### config.mk
export PLATFORM = sky130hd
export DESIGN_NAME = shuffled_minstd_uniform_generator
export DESIGN_NICKNAME = d
export VERILOG_FILES = /design/src/design/smug_pkg.sv /design/src/design/smug_ctrl.sv /design/src/design/smug_dpath.sv /design/src/design/shuffled_minstd_uniform_generator.sv
export SDC_FILE = /design/constraint.sdc
export NUM_CORES = 2
export LEC_CHECK = 0
export BUFFER_PORTS_ARGS = -buffer_cell sky130_fd_sc_hd__buf_2
export CORE_ASPECT_RATIO = 0.75
export CORE_MARGIN = 4
export CORE_UTILIZATION = 45
export DETAILED_ROUTE_END_ITERATION = 12
export RECOVER_POWER = 50
export SLEW_MARGIN = 20
export SYNTH_ARGS = -nofsm -noshare
export SYNTH_HDL_FRONTEND = slang
export SYNTH_SLANG_ARGS = --single-unit
export TNS_END_PERCENT = 100
### constraint.sdc
create_clock -name clk -period 14.95 [get_ports clk]
set_clock_uncertainty 0.2 [all_clocks]
set_input_delay 2.99 -clock clk [delete_from_list [all_inputs] [get_ports clk]]
set_output_delay 2.99 -clock clk [all_outputs]
set_load 0.05 [all_outputs]
### src/design/smug_pkg.sv
`timescale 1ns / 1ps

package smug_pkg;

    // shuffle table geometry (depth is a power of two)
    localparam int TABLE_DEPTH  = 32;
    localparam int IDX_W        = $clog2(TABLE_DEPTH);
    localparam int IDX_SHIFT    = 31 - IDX_W;
    localparam int WARMUP_STEPS = 8;
    localparam int INIT_STEPS   = TABLE_DEPTH + WARMUP_STEPS;
    localparam int CNT_W        = $clog2(INIT_STEPS);

    // generator arithmetic
    localparam int                   MULT_W      = 15;
    localparam int                   PROD_W      = 32 + MULT_W;
    localparam logic [MULT_W-1:0]    LCG_MULT    = 15'd16807;
    localparam logic [31:0]          LCG_MOD     = 32'h7FFF_FFFF;
    localparam logic [30:0]          CLAMP_LIMIT = 31'd2147483390;

    // input word kinds
    localparam logic FUNC_DRAW = 1'b0;
    localparam logic FUNC_LOAD = 1'b1;

    // controller to datapath commands
    typedef struct packed {
        logic             load_seed;
        logic             init_start;
        logic             mul;
        logic             rd;
        logic             init_red;
        logic             draw_red;
        logic [CNT_W-1:0] step;
    } smug_cmd_t;

    // datapath to controller status
    typedef struct packed {
        logic need_init;
    } smug_status_t;

endpackage

### src/design/smug_ctrl.sv
`timescale 1ns / 1ps

module smug_ctrl
    import smug_pkg::*;
(
    input  logic         clk,
    input  logic         rst_n,
    input  logic         in_valid,
    input  logic         in_func,
    output logic         in_ready,
    input  logic         out_ready,
    output logic         out_valid,
    input  smug_status_t status,
    output smug_cmd_t    cmd
);

    typedef enum logic [2:0] {
        ST_IDLE,
        ST_INIT_MUL,
        ST_INIT_RED,
        ST_DRAW_MUL,
        ST_DRAW_RED
    } state_t;

    state_t           state_reg, state_next;
    logic [CNT_W-1:0] cnt_reg, cnt_next;
    logic             out_valid_reg, out_valid_next;
    logic             out_free;
    logic             accept;

    assign in_ready  = (state_reg == ST_IDLE);
    assign accept    = in_valid && in_ready;
    assign out_free  = !out_valid_reg || out_ready;
    assign out_valid = out_valid_reg;

    // next state and command decode
    always_comb
    begin
        state_next     = state_reg;
        cnt_next       = cnt_reg;
        cmd            = '0;
        cmd.step       = cnt_reg;
        case (state_reg)
            ST_IDLE:
            begin
                if (accept)
                begin
                    if (in_func == FUNC_LOAD)
                    begin
                        cmd.load_seed = 1'b1;
                    end
                    else if (status.need_init)
                    begin
                        cmd.init_start = 1'b1;
                        cnt_next       = CNT_W'(INIT_STEPS - 1);
                        state_next     = ST_INIT_MUL;
                    end
                    else
                    begin
                        cmd.mul    = 1'b1;
                        cmd.rd     = 1'b1;
                        state_next = ST_DRAW_RED;
                    end
                end
            end
            ST_INIT_MUL:
            begin
                cmd.mul    = 1'b1;
                state_next = ST_INIT_RED;
            end
            ST_INIT_RED:
            begin
                cmd.init_red = 1'b1;
                if (cnt_reg == '0)
                begin
                    state_next = ST_DRAW_MUL;
                end
                else
                begin
                    cnt_next   = cnt_reg - 1'b1;
                    state_next = ST_INIT_MUL;
                end
            end
            ST_DRAW_MUL:
            begin
                cmd.mul    = 1'b1;
                cmd.rd     = 1'b1;
                state_next = ST_DRAW_RED;
            end
            ST_DRAW_RED:
            begin
                // hold until the output register can take the word
                if (out_free)
                begin
                    cmd.draw_red = 1'b1;
                    state_next   = ST_IDLE;
                end
            end
            default:
            begin
                state_next = ST_IDLE;
            end
        endcase
    end

    // output valid flag
    always_comb
    begin
        if (cmd.draw_red)
            out_valid_next = 1'b1;
        else if (out_ready)
            out_valid_next = 1'b0;
        else
            out_valid_next = out_valid_reg;
    end

    // state and registered outputs
    always_ff @(posedge clk or negedge rst_n)
    begin
        if (!rst_n)
        begin
            state_reg     <= ST_IDLE;
            cnt_reg       <= '0;
            out_valid_reg <= 1'b0;
        end
        else
        begin
            state_reg     <= state_next;
            cnt_reg       <= cnt_next;
            out_valid_reg <= out_valid_next;
        end
    end

endmodule

### src/design/smug_dpath.sv
`timescale 1ns / 1ps

module smug_dpath
    import smug_pkg::*;
(
    input  logic         clk,
    input  logic         rst_n,
    input  logic [31:0]  seed_value,
    input  smug_cmd_t    cmd,
    output smug_status_t status,
    output logic [30:0]  sample,
    output logic         clamped
);

    logic [31:0]       lcg_reg, lcg_next;
    logic [30:0]       sout_reg, sout_next;
    logic [PROD_W-1:0] prod_reg;
    logic [30:0]       rd_data_reg;
    logic [30:0]       sample_reg;
    logic              clamped_reg;
    logic [30:0]       tbl_mem [TABLE_DEPTH];

    logic [31:0]       start_val;
    logic [31:0]       fold_sum;
    logic [30:0]       red_val;
    logic [IDX_W-1:0]  rd_idx;
    logic [IDX_W-1:0]  wr_addr;
    logic              wr_en;

    assign status.need_init = (lcg_reg == '0) || lcg_reg[31] || (sout_reg == '0);

    // start value: one for a non-negative seed, else its magnitude
    assign start_val = lcg_reg[31] ? (~lcg_reg + 32'd1) : 32'd1;

    // mod 2^31-1 reduction: fold high bits onto low bits, subtract once
    assign fold_sum = {1'b0, prod_reg[30:0]} + 32'(prod_reg[PROD_W-1:31]);
    always_comb
    begin
        if (fold_sum >= LCG_MOD)
            red_val = 31'(fold_sum - LCG_MOD);
        else
            red_val = fold_sum[30:0];
    end

    // table index from the top bits of the last output
    assign rd_idx = IDX_W'(sout_reg >> IDX_SHIFT);

    // table write port
    always_comb
    begin
        wr_en   = 1'b0;
        wr_addr = rd_idx;
        if (cmd.init_red && (cmd.step < CNT_W'(TABLE_DEPTH)))
        begin
            wr_en   = 1'b1;
            wr_addr = cmd.step[IDX_W-1:0];
        end
        else if (cmd.draw_red)
        begin
            wr_en = 1'b1;
        end
    end

    // generator state and shuffle output
    always_comb
    begin
        lcg_next  = lcg_reg;
        sout_next = sout_reg;
        if (cmd.load_seed)
            lcg_next = seed_value;
        else if (cmd.init_start)
            lcg_next = start_val;
        else if (cmd.init_red || cmd.draw_red)
            lcg_next = {1'b0, red_val};
        if (cmd.init_red && (cmd.step == '0))
            sout_next = red_val;
        else if (cmd.draw_red)
            sout_next = rd_data_reg;
    end

    always_ff @(posedge clk or negedge rst_n)
    begin
        if (!rst_n)
        begin
            lcg_reg  <= '0;
            sout_reg <= '0;
        end
        else
        begin
            lcg_reg  <= lcg_next;
            sout_reg <= sout_next;
        end
    end

    // multiplier register
    always_ff @(posedge clk)
    begin
        if (cmd.mul)
            prod_reg <= PROD_W'(lcg_reg) * PROD_W'(LCG_MULT);
    end

    // shuffle table memory
    always_ff @(posedge clk)
    begin
        if (wr_en)
            tbl_mem[wr_addr] <= red_val;
        if (cmd.rd)
            rd_data_reg <= tbl_mem[rd_idx];
    end

    // output word register
    always_ff @(posedge clk)
    begin
        if (cmd.draw_red)
        begin
            sample_reg  <= rd_data_reg;
            clamped_reg <= (rd_data_reg >= CLAMP_LIMIT);
        end
    end

    assign sample  = sample_reg;
    assign clamped = clamped_reg;

endmodule

### src/design/shuffled_minstd_uniform_generator.sv
`timescale 1ns / 1ps
// A load word writes the seed into the generator register. A draw word registers the product
// and the table read, then, once the output register is free, reduces and writes back the
// entry and registers the result word; no new word is taken meanwhile. A draw that needs
// initialization loads the start value, then 40 steps (multiplier register, modular fold).
// Reset: generator value and shuffle output clear to zero, so the first draw initializes.
module shuffled_minstd_uniform_generator
    import smug_pkg::*;
(
    input  logic        clk,
    input  logic        rst_n,
    input  logic        s_tvalid,
    output logic        s_tready,
    input  logic [31:0] s_tdata,   // [31:0] seed_value
    input  logic        s_tuser,   // [0] func
    output logic        m_tvalid,
    input  logic        m_tready,
    output logic [31:0] m_tdata,   // [30:0] sample, [31] zero
    output logic        m_tuser    // [0] clamped
);

    smug_cmd_t    cmd;
    smug_status_t status;
    logic [30:0]  sample;

    smug_ctrl u_ctrl (
        .clk       (clk),
        .rst_n     (rst_n),
        .in_valid  (s_tvalid),
        .in_func   (s_tuser),
        .in_ready  (s_tready),
        .out_ready (m_tready),
        .out_valid (m_tvalid),
        .status    (status),
        .cmd       (cmd)
    );

    smug_dpath u_dpath (
        .clk        (clk),
        .rst_n      (rst_n),
        .seed_value (s_tdata),
        .cmd        (cmd),
        .status     (status),
        .sample     (sample),
        .clamped    (m_tuser)
    );

    assign m_tdata = {1'b0, sample};

    // at most one state update command per cycle
    assert property (@(posedge clk) disable iff (!rst_n)
        $onehot0({cmd.load_seed, cmd.init_start, cmd.init_red, cmd.draw_red}))
        else $error("conflicting datapath commands");

    // a finished draw always shows a word on the next cycle
    assert property (@(posedge clk) disable iff (!rst_n)
        cmd.draw_red |=> m_tvalid)
        else $error("draw finished without output word");

    // no new word is taken while initialization runs
    assert property (@(posedge clk) disable iff (!rst_n)
        cmd.init_start |=> !s_tready)
        else $error("input accepted during initialization");

    // a draw finishes only into a free output register
    assert property (@(posedge clk) disable iff (!rst_n)
        cmd.draw_red |-> (!m_tvalid || m_tready))
        else $error("output word overwritten");

endmodule

; ---- Yosys cells after proc, flatten, opt, wreduce, memory -nomap -nowiden
; Memories as Yosys holds them, arrays and structs flattened. A register that Yosys moved wholly into a read port is not among the register bits.
; Index checks and enable logic that the tools add are counted.
[word_totals]
regBits = 152
latchBits = 0
ram_bits = 992
rom_bits = 0
input_bits = 37
elab_cells = 82
memories = 1
[memory_table]
columns = name, words, word_bits, rd, rd_ports_with_merged_regs, wr, line_no
row1 = u_dpath.tbl_mem, 32, 31, 1, 1, 1, smug_dpath.sv:21  ; logic [30:0] tbl_mem [TABLE_DEPTH];
[op_classes]
addsub = 4
n_mul = 1
n_div = 0
magnitude_cmp = 3
eq_ne = 9
shift = 0
n_mux = 36
bitwise = 1
reduce_logical = 19
[ops]
columns = op, count
row1 = 32-bit two-way mux, 4
row2 = 31-bit two-way mux, 3
row3 = 32-bit by 15-bit multiplier with 47-bit output (second input constant), 1
row4 = 31-bit by 16-bit adder with 32-bit output, 1
row5 = 32-bit by 1-bit adder with 32-bit output (second input constant), 1
row6 = 32-bit by 31-bit >= comparator with 1-bit output (second input constant), 1
row7 = 32-bit zero test, 1
row8 = 32-bit NOT, 1
row9 = 31-bit >= comparator (second input constant), 1
row10 = 31-bit zero test, 1
row11 = 31-bit subtractor (second input constant), 1
row12 = 6-bit two-way mux, 4
row13 = 3-bit two-way mux, 5
row14 = 3-bit case mux with 5 select lines, 1
row15 = 6-bit case mux with 2 select lines, 1
row16 = 1-bit two-way mux, 11
row17 = 2-bit != test (second input constant), 4
row18 = 3-bit by 2-bit == test with 1-bit output (second input constant), 2
row19 = 6-bit zero test, 1
row20 = 6-bit < comparator (second input constant), 1
row21 = 2-bit two-way mux, 3
row22 = 2-bit nonzero test, 3
row23 = 6-bit by 1-bit subtractor with 6-bit output (second input constant), 1
row24 = 5-bit two-way mux, 1
row25 = 13 further kinds, 19

; ---- Depth between registers and ports, before layout
[depth]
word_depth = 9
mapped_depth = 24

; ---- Cells and area by module
; From an unflattened synthesis, not the netlist that was laid out.
[unflattened]
hier_cells = 3231
hier_area_um2 = 55266.8
[by_module_without_submodules]
columns = module, instances, cells_each, area_each_um2, seq_area_each_um2
row1 = smug_dpath, 1, 3161, 54643.7, 34668.2
row2 = smug_ctrl, 1, 68, 611.8, 250.2
row3 = shuffled_minstd_uniform_generator, 1, 2, 11.3, 0.0

; ---- Least setup slack after synthesis
; No wires, ideal clock.
[synth_timing]
path_kind = reg2reg
start = reg u_dpath.lcg_reg[16]
end = reg u_dpath.prod_reg[38] (data pin)
setup_ns = 0.263
arrival_ns = 6.223
t_required_ns = 14.487
slack_ns = 8.264
stages_incl_launch_ff = 25
path_buffers = 1
period_less_slack_ns = 6.686
cell_sequence = dfrtp_1 > inv_1 > fa_1 > inv_1 > ha_1 > inv_1 > fa_1 > inv_1 > fa_1 > fa_1 > inv_1 > fa_1 > inv_1 > ha_1 > clkbuf_1 > inv_1 > o21ai_0 > a2111oi_0 > nor3_1 > a221o_1 > a221o_1 > a2111oi_0 > o31ai_1 > a21oi_1 > xnor2_1
[synth_via]
elab_chain_len = 1
[synth_rtl]
columns = item, line_no
row1 = start: declaration, smug_dpath.sv:15  ; logic [31:0] lcg_reg, lcg_next;
row2 = start signal: assignment, smug_dpath.sv:90  ; lcg_reg <= lcg_next;
row3 = 32-bit by 15-bit multiplier with 47-bit output, smug_dpath.sv:99  ; prod_reg <= PROD_W'(lcg_reg) * PROD_W'(LCG_MULT);
row4 = end signal: assignment, smug_dpath.sv:99
row5 = end: declaration, smug_dpath.sv:17  ; logic [PROD_W-1:0] prod_reg;
; No other way between the ends.
; A chain may end at the register's enable or synchronous reset.

; ---- Final worst setup path
[layout_timing]
start = reg u_dpath.sout_reg[26]
end = reg u_dpath.rd_data_reg[12] (read register of u_dpath.tbl_mem) (data pin)
[layout_via]
elab_chain_len = 6
[layout_rtl]
columns = item, line_no
row1 = start: declaration, smug_dpath.sv:16  ; logic [30:0] sout_reg, sout_next;
row2 = start signal: assignment, smug_dpath.sv:91  ; sout_reg <= sout_next;
row3 = 31-bit zero test, smug_dpath.sv:30  ; assign status.need_init = (lcg_reg == '0) || lcg_reg[31] || (sout_reg == '0);
row4 = 1-bit logical OR, smug_dpath.sv:30
row5 = 2-bit two-way mux, smug_ctrl.sv:52  ; else if (status.need_init)
row6 = 3-bit two-way mux, smug_ctrl.sv:48  ; if (in_func == FUNC_LOAD)
row7 = 4-bit two-way mux, smug_ctrl.sv:46  ; if (accept)
row8 = 1-bit case mux with 2 select lines, smug_ctrl.sv:43  ; case (state_reg)
row9 = end: declaration, smug_dpath.sv:18  ; logic [30:0] rd_data_reg;
; Several ways; a longest one is shown, not always the timed one.

==> impl_metrics.tcl <==
set metrics [dict create \
    status "finished with violations" \
    failed_checks "max-capacitance violations, max-slew violations" \
    synth_edf_count 1102 \
    clockBufferDepth 3 \
    hold_viol_final 0 \
    crit_buf_inv 1 \
    dr_total_vias 31290 \
    cts-resized-gates 0 \
    period_minus_slack_ps 9387 \
    end_kind "register" \
    core_um2 122900 \
    placed_area_um2 58860 \
    crit_family "buffers and inverters" \
    path_clk_slew_ps 60 \
    grt_start_max_net_pins 161 \
    hpwl_um 96060 \
    worstSkewPairLatency_ps 730 \
    largest_register_ff_count 992 \
    vias_per_cell 5.951 \
    synth_top_family_by_area "multiplexers" \
    initialDrtViolationCount 3860 \
    overflow 0 \
    criticalPathCategory "reg2reg" \
    dieHeight_um 313.6 \
    worstMarginPinSlew_ps 8597 \
    multiInputGateArea_um2 19400 \
    crit_top_cell "mux4_2" \
    drc 0 \
    syn_avg_cell_area_um2 16.49 \
    synth_cell_types 86 \
    antenna_found_initial 8 \
    portBuffers 70 \
    io_pins 72 \
    finalMaxSlewViolations 1334 \
    drv_cap 54 \
    syn_area_um2 56030 \
    critPathMaxFanout 99 \
    row_count 111 \
    synth_compound_area_frac 0.04795 \
    cts_tree "yes" \
    critPathLaunchType "register" \
    ff_latch_area_um2 34930 \
    cp_cell_sequence "clkbuf_1, mux4_2, mux4_2, mux2_1" \
    ys_ff_latch 1175 \
    drt-total-wl_um 147000 \
    synth_nets 3814 \
    cts_sinks 1175 \
    cts_hold_buf 0 \
    ant_nets 0 \
    n_fill_cell 10120 \
    die_area_um2 130300 \
    synth_cells 3397 \
    yosys.area_share.adder 0.1035 \
    design_area_um2 62290 \
    ys.flop_type "edfxtp_1" \
    cpMaxStageDelayCell "clkbuf_1" \
    wire_per_inst_um 27.96 \
    worstPathRequired_ps 15210 \
    grt_pass1_wl_um 214800 \
    cts_setup_buffers 0 \
    worstHoldPathType "reg2reg" \
    grt.total_usage 0.2261 \
    setup_viol 0 \
    die_x_um 415.4 \
    synthArstFlopShare 0.06213 \
    crit_arrival_ps 9650 \
    fmax_ghz 0.1065 \
    grt_pass1_vias 30440 \
    drt_pre_antenna_iters 6 \
    synthSimpleGateAreaFrac 0.04520 \
    nets 3939 \
    cpPeakStageDelay_ps 5980 \
    synth_xor_area_frac 0.01309 \
    tns_ps 0 \
    h-tree-depth 3 \
    period_share 0.6279 \
    rsz0062_at_grt "no" \
    max-slew-margin-rel -4.731 \
    synth_mux_area_frac 0.1340 \
    cts-buffers-inserted 111 \
    area_growth_pct 11.18 \
    cts_root_buffer "clkbuf_16" \
    ys_warn_count 0 \
    initial_core_util 0.4558 \
    gp_congestion 0.9088 \
    synth-seq-area-share 0.6233 \
    drive_above_1_share 0.1709 \
]
-- through the flow --
step | setup WS (ps) | std cells | hold slack (ps) | utilization
6_report | 5563 | 5258 | 303.0 | 0.5068
5_1_grt | 4162 | 5255 | 316.3 | 0.5067
4_1_cts | 7678 | 5252 | 313.5 | 0.5099
3_5_place_dp | 7704 | 5045 | 300.1 | 0.4789
3_3_place_gp | 7738 | 5044 | 315.3 | 0.4787
2_1_floorplan | 8264 | 3397 | 226.1 | -
-- area by class of cell --
class | count | area share
clock buffer | 136 | 0.04694
tap | 1638 | 0.03290
clock inverter | 71 | 0.01426
sequential | 1175 | 0.5608
multi-input combinational | 1739 | 0.3114
inverter | 347 | 0.02093
timing repair buffer | 148 | 0.01251
antenna | 4 | 0.0001607
-- kinds of logic after synthesis --
family	count (synthesis)
muxes	358
buffers and inverters	483
other	1
DFF	1175
adders and majority gates	380
AOI/OAI and AO/OA	394
xor gates and xnor gates	82
and+or+nand+nor	524
-- final timing paths --
path / startpoint / depth (start not counted) / slack (ps) / endpoint
setup / recovery: u_dpath.sout_reg[26]$_DFFE_PN0P_ / 4 / 5560 / u_dpath.rd_data_reg[12]$_DFFE_PP_
hold / removal: u_dpath.rd_data_reg[19]$_DFFE_PP_ / 0 / 300 / u_dpath.sample[19]$_DFFE_PP_
setup reg to reg: u_dpath.sout_reg[26]$_DFFE_PN0P_ / 4 / 5560 / u_dpath.rd_data_reg[12]$_DFFE_PP_
hold reg to reg: u_dpath.rd_data_reg[19]$_DFFE_PP_ / 0 / 300 / u_dpath.sample[19]$_DFFE_PP_
max in group asynchronous: rst_n / 2 / 8090 / u_dpath.sout_reg[27]$_DFFE_PN0P_
min in group asynchronous: rst_n / 1 / 2740 / u_dpath.lcg_reg[11]$_DFFE_PN0P_
-- Yosys cell counts (13+ instances only) --
cell type,instances,area [um^2]
nand2_1,175,656.9
buf_1,26,97.59
mux2i_1,13,130.1
a211oi_1,24,180.2
nand3_1,36,180.2
dfrtp_1,73,1827
and3_1,21,131.4
nand2b_1,13,81.33
inv_1,346,1299
mux2_2,35,394.1
a21oi_1,89,445.4
nor2_1,120,450.4
a221o_1,13,130.1
xnor2_1,55,481.7
edfxtp_1,1102,33090
o21ai_0,76,380.4
fa_1,139,2783
a21o_1,37,277.8
mux4_2,310,6982
clkbuf_1,96,360.4
nor4_1,16,100.1
a221oi_1,20,175.2
xor2_1,25,219.0
and2_1,13,81.33
nand4_1,27,168.9
a31oi_1,26,162.7
ha_1,241,3015
nor3_1,45,225.2
-- cells in the final DEF (no fill, tap or decap), drive strengths merged, types with 14 or more instances in the layout --
master	instances
a211oi	24
a21o	37
a21oi	90
a221oi	20
a31oi	26
and3	22
buf	73
bufinv	18
clkbuf	211
clkinv	41
dfrtp	73
edfxtp	1102
fa	139
ha	241
inv	353
mux2	35
mux4	310
nand2	175
nand3	37
nand4	28
nor2	120
nor3	46
nor4	16
o211ai	14
o21ai	77
xnor2	57
xor2	25
-- layer usage --
metal	GRT usage	vias to the layer above	routed length (um)
met3	0.05629	170	13400
met2	0.3183	1363	63380
met4	0.04987	2	3269
met1	0.3552	16430	66970
li1	-	13330	-
met5	0	-	8
Power is not shown: default switching activity piles up to over one toggle a cycle in this logic, so the estimate is an artifact.
